<file path="src/rtl/core/dbre_pkg.sv">
// Shared types and constants of the dirty-bitmap run extractor.
// No dependencies; used by the top level and its checker.
package dbre_pkg;

  // Width of offsets, lengths and totals on the ports.
  localparam int unsigned FIELD_BITS = 40;
  // Width of one log word on the input port.
  localparam int unsigned LOG_BITS = 64;
  // Widest internal offset counter.
  localparam int unsigned WIDE_BITS = 64;

  localparam int unsigned OUT_TDATA_BITS = 3 * FIELD_BITS;
  localparam int unsigned OUT_TUSER_BITS = 2;

  // Field positions in the result tdata.
  localparam int unsigned OFF_LSB = 0;
  localparam int unsigned LEN_LSB = FIELD_BITS;
  localparam int unsigned TOT_LSB = 2 * FIELD_BITS;

  // Flag positions in the result tuser.
  localparam int unsigned USER_RUN_VALID = 0;
  localparam int unsigned USER_END_OF_SCAN = 1;

  typedef logic [FIELD_BITS-1:0] field_t;

endpackage

</file>
<file path="src/rtl/core/dbre_sat_add.sv">
// Saturating adder shared by the pending-run, offset and total updates of the run extractor.
// No dependencies.
module dbre_sat_add #(
  parameter int unsigned W = 40
) (
  input  logic [W-1:0] a_i,
  input  logic [W-1:0] b_i,
  output logic [W-1:0] sum_o
);

  logic [W:0] full;

  assign full  = {1'b0, a_i} + {1'b0, b_i};
  assign sum_o = full[W] ? '1 : full[W-1:0];

endmodule

</file>
<file path="src/rtl/core/dbre_run_count.sv">
// Measures the run of equal bits at the top of the remaining log word.
// No dependencies; bits below the remaining count are zero.
module dbre_run_count #(
  parameter int unsigned WORD_BITS = 64,
  parameter int unsigned CNT_W     = 7
) (
  input  logic [WORD_BITS-1:0] word_i,
  input  logic [CNT_W-1:0]     rem_i,
  output logic [CNT_W-1:0]     cnt_o,
  output logic                 lead_o
);

  logic [WORD_BITS-1:0] probe;
  logic [CNT_W-1:0]     lz;
  logic                 lead;

  always_comb begin
    lead  = word_i[WORD_BITS-1];
    probe = lead ? ~word_i : word_i;
    lz    = CNT_W'(WORD_BITS);
    for (int i = 0; i < WORD_BITS; i++) begin
      if (probe[i]) begin
        lz = CNT_W'(WORD_BITS - 1 - i);
      end
    end
    // A run of zeros may reach into the fill bits, so it stops at the word end.
    if (!lead && (lz > rem_i)) begin
      cnt_o = rem_i;
    end else begin
      cnt_o = lz;
    end
    lead_o = lead;
  end

endmodule

</file>
<file path="src/rtl/core/dirty_bitmap_run_extractor_top.sv">
// A word is accepted in ST_IDLE; each run of equal bits then passes ST_SCAN (run counter) and
// ST_APPLY (shared adder). A ones run after zeros adds ST_CUR, with ST_EMIT before it when the
// zeros close a pending extent, and the last word ends in ST_FINISH with the end result.
// One word at a time; a result waits only when the output register is still held.
// Reset (rst_ni low, asynchronous) clears the scan state, the output valid and base_offset.
module dirty_bitmap_run_extractor_top #(
  parameter int unsigned OFFSET_BITS = 40,
  parameter int unsigned WORD_BITS   = 64
) (
  input  logic                                  clk_i,
  input  logic                                  rst_ni,
  input  logic                                  cfg_we_i,
  input  dbre_pkg::field_t                      cfg_wdata_i,     // base_offset
  input  logic                                  s_axis_tvalid_i,
  output logic                                  s_axis_tready_o,
  input  logic [dbre_pkg::LOG_BITS-1:0]         s_axis_tdata_i,  // log_word
  input  logic                                  s_axis_tlast_i,  // last_word
  output logic                                  m_axis_tvalid_o,
  input  logic                                  m_axis_tready_i,
  // run_offset, run_length, total_dirty from the lowest bit up
  output logic [dbre_pkg::OUT_TDATA_BITS-1:0]   m_axis_tdata_o,
  // run_valid, end_of_scan from the lowest bit up
  output logic [dbre_pkg::OUT_TUSER_BITS-1:0]   m_axis_tuser_o,
  output logic                                  m_axis_tlast_o   // last_of_item
);

  localparam int unsigned CNT_W  = $clog2(WORD_BITS + 1);
  localparam int unsigned WIDE_W = dbre_pkg::WIDE_BITS;
  localparam int unsigned FLD_W  = dbre_pkg::FIELD_BITS;

  localparam logic [2:0] ST_IDLE   = 3'd0;
  localparam logic [2:0] ST_SCAN   = 3'd1;
  localparam logic [2:0] ST_APPLY  = 3'd2;
  localparam logic [2:0] ST_EMIT   = 3'd3;
  localparam logic [2:0] ST_CUR    = 3'd4;
  localparam logic [2:0] ST_FINISH = 3'd5;

  logic [2:0]             state_q, state_d;
  dbre_pkg::field_t       base_q;
  logic [WORD_BITS-1:0]   w_q, w_d;
  logic [CNT_W-1:0]       rem_q, rem_d;
  logic [CNT_W-1:0]       cnt_q, cnt_d;
  logic                   bit_q, bit_d;
  logic                   last_q, last_d;
  logic                   in_scan_q, in_scan_d;
  logic [OFFSET_BITS-1:0] pz_q, pz_d;
  logic [OFFSET_BITS-1:0] po_q, po_d;
  logic [OFFSET_BITS-1:0] cur_q, cur_d;
  logic [OFFSET_BITS-1:0] tot_q, tot_d;
  logic [OFFSET_BITS-1:0] tmp_q, tmp_d;

  logic                   out_valid_q, out_valid_d;
  dbre_pkg::field_t       out_off_q, out_off_d;
  dbre_pkg::field_t       out_len_q, out_len_d;
  dbre_pkg::field_t       out_tot_q, out_tot_d;
  logic                   out_run_q, out_run_d;
  logic                   out_end_q, out_end_d;
  logic                   out_last_q, out_last_d;

  logic [CNT_W-1:0]       run_cnt;
  logic                   run_bit;
  logic [OFFSET_BITS-1:0] add_a, add_b, add_sum;
  logic [OFFSET_BITS-1:0] cnt_ext;
  logic [WIDE_W-1:0]      cur_wide, po_wide, sum_wide;
  logic                   out_free;
  logic [2:0]             end_state;

  dbre_run_count #(
    .WORD_BITS (WORD_BITS),
    .CNT_W     (CNT_W)
  ) u_run_count (
    .word_i (w_q),
    .rem_i  (rem_q),
    .cnt_o  (run_cnt),
    .lead_o (run_bit)
  );

  dbre_sat_add #(
    .W (OFFSET_BITS)
  ) u_sat_add (
    .a_i   (add_a),
    .b_i   (add_b),
    .sum_o (add_sum)
  );

  assign cnt_ext   = OFFSET_BITS'(cnt_q);
  assign cur_wide  = WIDE_W'(cur_q);
  assign po_wide   = WIDE_W'(po_q);
  assign sum_wide  = WIDE_W'(add_sum);
  assign out_free  = !out_valid_q || m_axis_tready_i;
  assign end_state = last_q ? ST_FINISH : ST_IDLE;

  always_comb begin
    state_d     = state_q;
    w_d         = w_q;
    rem_d       = rem_q;
    cnt_d       = cnt_q;
    bit_d       = bit_q;
    last_d      = last_q;
    in_scan_d   = in_scan_q;
    pz_d        = pz_q;
    po_d        = po_q;
    cur_d       = cur_q;
    tot_d       = tot_q;
    tmp_d       = tmp_q;
    out_valid_d = out_valid_q && !m_axis_tready_i;
    out_off_d   = out_off_q;
    out_len_d   = out_len_q;
    out_tot_d   = out_tot_q;
    out_run_d   = out_run_q;
    out_end_d   = out_end_q;
    out_last_d  = out_last_q;
    add_a       = tot_q;
    add_b       = po_q;

    case (state_q)
      ST_IDLE: begin
        if (s_axis_tvalid_i) begin
          w_d    = s_axis_tdata_i[WORD_BITS-1:0];
          rem_d  = CNT_W'(WORD_BITS);
          last_d = s_axis_tlast_i;
          if (!in_scan_q) begin
            cur_d     = OFFSET_BITS'(base_q);
            in_scan_d = 1'b1;
          end
          state_d = ST_SCAN;
        end
      end
      ST_SCAN: begin
        cnt_d   = run_cnt;
        bit_d   = run_bit;
        state_d = ST_APPLY;
      end
      ST_APPLY: begin
        w_d   = w_q << cnt_q;
        rem_d = rem_q - cnt_q;
        if (!bit_q) begin
          add_a   = pz_q;
          add_b   = cnt_ext;
          pz_d    = add_sum;
          state_d = (rem_q == cnt_q) ? end_state : ST_SCAN;
        end else if (pz_q == '0) begin
          // The ones run continues the pending run.
          add_a   = po_q;
          add_b   = cnt_ext;
          po_d    = add_sum;
          state_d = (rem_q == cnt_q) ? end_state : ST_SCAN;
        end else begin
          add_a   = pz_q;
          add_b   = po_q;
          tmp_d   = add_sum;
          state_d = (po_q != '0) ? ST_EMIT : ST_CUR;
        end
      end
      ST_EMIT: begin
        if (out_free) begin
          out_valid_d = 1'b1;
          out_off_d   = cur_wide[FLD_W-1:0];
          out_len_d   = po_wide[FLD_W-1:0];
          out_tot_d   = '0;
          out_run_d   = 1'b1;
          out_end_d   = 1'b0;
          // The word is already shifted past the new run; any one left closes another.
          out_last_d  = !last_q && (w_q == '0);
          tot_d       = add_sum;
          state_d     = ST_CUR;
        end
      end
      ST_CUR: begin
        add_a   = cur_q;
        add_b   = tmp_q;
        cur_d   = add_sum;
        pz_d    = '0;
        po_d    = cnt_ext;
        state_d = (rem_q == '0) ? end_state : ST_SCAN;
      end
      ST_FINISH: begin
        if (out_free) begin
          out_valid_d = 1'b1;
          out_run_d   = (po_q != '0);
          out_off_d   = (po_q != '0) ? cur_wide[FLD_W-1:0] : '0;
          out_len_d   = po_wide[FLD_W-1:0];
          out_tot_d   = sum_wide[FLD_W-1:0];
          out_end_d   = 1'b1;
          out_last_d  = 1'b1;
          pz_d        = '0;
          po_d        = '0;
          cur_d       = '0;
          tot_d       = '0;
          in_scan_d   = 1'b0;
          state_d     = ST_IDLE;
        end
      end
      default: begin
        state_d = ST_IDLE;
      end
    endcase
  end

  always_ff @(posedge clk_i or negedge rst_ni) begin
    if (!rst_ni) begin
      state_q     <= ST_IDLE;
      base_q      <= '0;
      in_scan_q   <= 1'b0;
      pz_q        <= '0;
      po_q        <= '0;
      cur_q       <= '0;
      tot_q       <= '0;
      out_valid_q <= 1'b0;
    end else begin
      state_q     <= state_d;
      in_scan_q   <= in_scan_d;
      pz_q        <= pz_d;
      po_q        <= po_d;
      cur_q       <= cur_d;
      tot_q       <= tot_d;
      out_valid_q <= out_valid_d;
      if (cfg_we_i) begin
        base_q <= cfg_wdata_i;
      end
    end
  end

  always_ff @(posedge clk_i) begin
    w_q        <= w_d;
    rem_q      <= rem_d;
    cnt_q      <= cnt_d;
    bit_q      <= bit_d;
    last_q     <= last_d;
    tmp_q      <= tmp_d;
    out_off_q  <= out_off_d;
    out_len_q  <= out_len_d;
    out_tot_q  <= out_tot_d;
    out_run_q  <= out_run_d;
    out_end_q  <= out_end_d;
    out_last_q <= out_last_d;
  end

  assign s_axis_tready_o = (state_q == ST_IDLE);
  assign m_axis_tvalid_o = out_valid_q;
  assign m_axis_tdata_o  = {out_tot_q, out_len_q, out_off_q};
  assign m_axis_tuser_o  = {out_end_q, out_run_q};
  assign m_axis_tlast_o  = out_last_q;

endmodule

</file>
<file path="config.mk">
export PLATFORM = sky130hd
export DESIGN_NAME = dirty_bitmap_run_extractor_top
export DESIGN_NICKNAME = d
export VERILOG_FILES = /design/src/rtl/core/dbre_pkg.sv /design/src/rtl/core/dbre_sat_add.sv /design/src/rtl/core/dbre_run_count.sv /design/src/rtl/core/dirty_bitmap_run_extractor_top.sv
export SDC_FILE = /design/constraint.sdc
export NUM_CORES = 1
export LEC_CHECK = 0
export ABC_AREA = 1
export BUFFER_PORTS_ARGS = -buffer_cell sky130_fd_sc_hd__clkbuf_2
export CORE_MARGIN = 2
export CORE_UTILIZATION = 55
export CTS_CLUSTER_DIAMETER = 200
export DETAILED_ROUTE_END_ITERATION = 10
export PLACE_DENSITY = 0.74
export SYNTH_ARGS = -nofsm -noshare
export SYNTH_HDL_FRONTEND = slang
export SYNTH_HIERARCHICAL = 1
export SYNTH_SLANG_ARGS = --single-unit
</file>
<file path="constraint.sdc">
create_clock -name clk_i -period 13.6 [get_ports clk_i]
set_input_delay 0.68 -clock clk_i [delete_from_list [all_inputs] [get_ports clk_i]]
set_output_delay 0.68 -clock clk_i [all_outputs]
set_load 0.005 [all_outputs]
</file>
==> run_results.csv <==
group,metric,value,unit
run_status,status,"finished, final reports clean",
detailed_routing,drtPass1Iterations,6,
global_routing,grt_pass1_vias,25323,
die,pin_count,235,
worst_setup_path,slowest_stage,"edfxtp_1",
worst_setup_path,path_class,"register to register",
sta,period_minus_slack,6130,ps
sta,setup_viol,0,
logic_synthesis,ys_ff_latch,448,
clock_network,cts.path.max_buffers,3,
clock_network,cts.sinks,448,
min_path,hold_class,"primary input to async pin",
global_routing,met1_usage,45.6,%
sta,setup_tns,0,ps
worst_setup_path,cp_common_cell,"nand2_1",
global_routing,gr-usage-met2,56.0,%
run,max_cap_violations,0,
sta,period_share,45.1,%
detailed_routing,vias,26675,
placement,globalplace.congestion,0.990,
detailed_routing,drt-initial-drc-count,2659,
cells_and_area,stdcell_count,4689,
detailed_routing,drc,0,
placement,place_inst,4601,
global_routing,busiest_layer,"met2",
clock_network,postCtsSetupBuffers,0,
die,die_h,230,um
cells_and_area,final_cell_mix,"nand2_1, inv_1, nand3_1",
die,start_util,55.3,%
cells_and_area,final_common_cell,"nand2_1",
placement,place_hpwl,64500,um
logic_synthesis,synth-edff-count,243,
sta,slew_headroom,28.1,%
worst_setup_path,arrival,6470,ps
logic_synthesis,async_flop_share,45.8,%
clock_network,hold_buffers,0,
global_routing,grtUsageTotal,34.0,%
global_routing,grt_remaining_overflow,0,
sta,hold_viol_final,0,
global_routing,grt_max_degree,82,
die,design.core.area,51000,sq um
logic_synthesis,synth_cells,3836,
worst_setup_path,end_kind,"register",
clock_network,cts_buffers,47,
detailed_routing,vias_per_cell,5.69,
sta,max_freq,163,MHz
cells_and_area,area_delta_synth_final,11.2,%
cells_and_area,final_net_count,4135,
global_routing,antenna_found_initial,0,
clock_network,ctsResizeCount,0,
cells_and_area,largest_reg_flops,64,
logic_synthesis,syn_area,28200,sq um
global_routing,grt_first_pass_wirelength,141000,um
die,rows,83,
sta,rsz0062_at_grt,"false",
logic_synthesis,ys_types,51,
cells_and_area,antenna_cells,0,
die,die_area,53100,sq um
worst_setup_path,crit_path_max_fanout,42,
worst_setup_path,cp_slowest_stage_delay,680,ps
clock_network,clkTransAtPathRegs,60,ps
logic_synthesis,syn-num-nets,4001,
cells_and_area,drive_above_1_share,10.6,%
clock_network,root_buffer,"clkbuf_16",
logic_synthesis,avgSynthCellArea,7.35,sq um
worst_setup_path,required,13940,ps
detailed_routing,wirelength,90600,um
cells_and_area,top_register,"w_q",
sta,slew_violations,0,
worst_setup_path,crit_path_start_kind,"register",
global_routing,use_met3,3.94,%
sta,fin_worst_skew,41.4,ps
placement,port_buffers,234,
detailed_routing,postRouteAntennaNets,0,
logic_synthesis,yosys_warnings,6,
clock_network,htreeDepth,2,
logic_synthesis,seq_area_frac_synth,44.1,%
sta,worst_pin_slew,1080,ps
detailed_routing,wire_per_inst,19.3,um
die,die_width,230,um
logic_synthesis,ys.flop_type,"edfxtp_1",
clock_network,cts_tree,"yes",
clock_network,clock_latency,630,ps
-- area by class of cell --
type                            count  area [sq um]
Multi-Input combinational cell   2722         13200
Tap cell                          680           851
Timing Repair Buffer              275          1490
Clock buffer                       57          1240
Fill cell                        4697         19600
Clock inverter                     31           397
Inverter                          476          1790
Sequential cell                   448         12400
-- final timing paths --
path	from	to	slack [ps]	depth (start not counted)
max	w_q[63]$_DFFE_PP_	cnt_q[4]$_DFFE_PP_	7470	65
min	rst_ni	base_q[38]$_DFFE_PN0P_	50	1
max reg2reg	w_q[63]$_DFFE_PP_	cnt_q[4]$_DFFE_PP_	7470	65
min reg2reg	tot_q[36]$_DFFE_PN0P_	tot_q[36]$_DFFE_PN0P_	510	2
max in group asynchronous	rst_ni	po_q[8]$_DFFE_PN0P_	11490	3
min in group clk_i	cfg_wdata_i[9]	base_q[9]$_DFFE_PN0P_	260	3
-- Yosys cell counts, types with 2 or more instances --
cell,number,area [sq um]
nor2_1,275,1030
a31oi_1,5,31.3
clkbuf_1,89,334
fa_1,2,40.0
buf_2,58,290
xor2_1,3,26.3
edfxtp_1,243,7300
xnor2_2,4,65.1
nand3_2,16,160
o21bai_1,6,45.0
xnor2_1,77,674
o21ai_1,27,135
and2_0,2,12.5
o21ai_0,298,1490
and2_1,8,50.1
buf_6,8,90.1
nand4_1,15,93.8
nor3_1,12,60.1
o21ai_2,3,26.3
nor3_2,2,20.0
inv_1,465,1750
or2_2,12,75.1
a21boi_0,3,22.5
ha_1,53,663
a22o_1,35,307
o22ai_1,48,300
nand3_1,399,2000
nor4_1,18,113
dfrtp_1,205,5130
nor2_2,6,37.5
nand3b_1,3,22.5
buf_4,6,45.0
clkinv_1,3,11.3
nor2_4,2,22.5
inv_2,8,30.0
buf_1,28,105
nand2_2,8,50.1
a22oi_1,10,75.1
a21oi_1,123,616
a21o_1,2,15.0
nand2_1,1210,4540
o211ai_1,27,203
-- metal layers --
layer	vias to the layer above	share of wire, %
li1	12763	-
met1	12524	41
met2	1154	47
met3	234	7.1
met4	0	4.5
met5	-	0
-- through the flow --
step / hold WS (ps) / setup WS, ps / cell area [sq um] / utilization, %
after floorplan: 384 / 8860 / 28200 / -
after global placement: 489 / 7710 / 29700 / 58.3
after detailed placement: 495 / 7640 / 29700 / 58.3
after CTS: 61.9 / 7600 / 31400 / 61.5
after global routing: 104 / 6750 / 31400 / 61.5
final: 51.0 / 7470 / 31400 / 61.5
-- logic make-up (layout without fill, tap and decap cells) --
| logic type | count (synthesis) | count (layout) | share of synthesized area, % |
|---|---|---|---|
| and+or+nand+nor | 1990 | 1990 | 29.5 |
| buffers and inverters | 666 | 839 | 9.46 |
| AOI/OAI and AO/OA | 593 | 593 | 11.8 |
| DFF | 448 | 448 | 44.1 |
| xor gates and xnor gates | 84 | 84 | 2.71 |
| adders and majority gates | 55 | 55 | 2.49 |
-- worst max-delay path: cells and delay by family, from the launching register on --
kind                     cells  cell delay, ps
flip-flops                   1             680
XOR/XNOR                     1             190
AO/OA/AOI/OAI                4             530
buffers and inverters        3             940
AND/OR/NAND/NOR             56            3380
adder cells (fa/ha/maj)      1             170
Power is not shown: default switching activity piles up to over one toggle a cycle in this logic, so the estimate is an artifact.
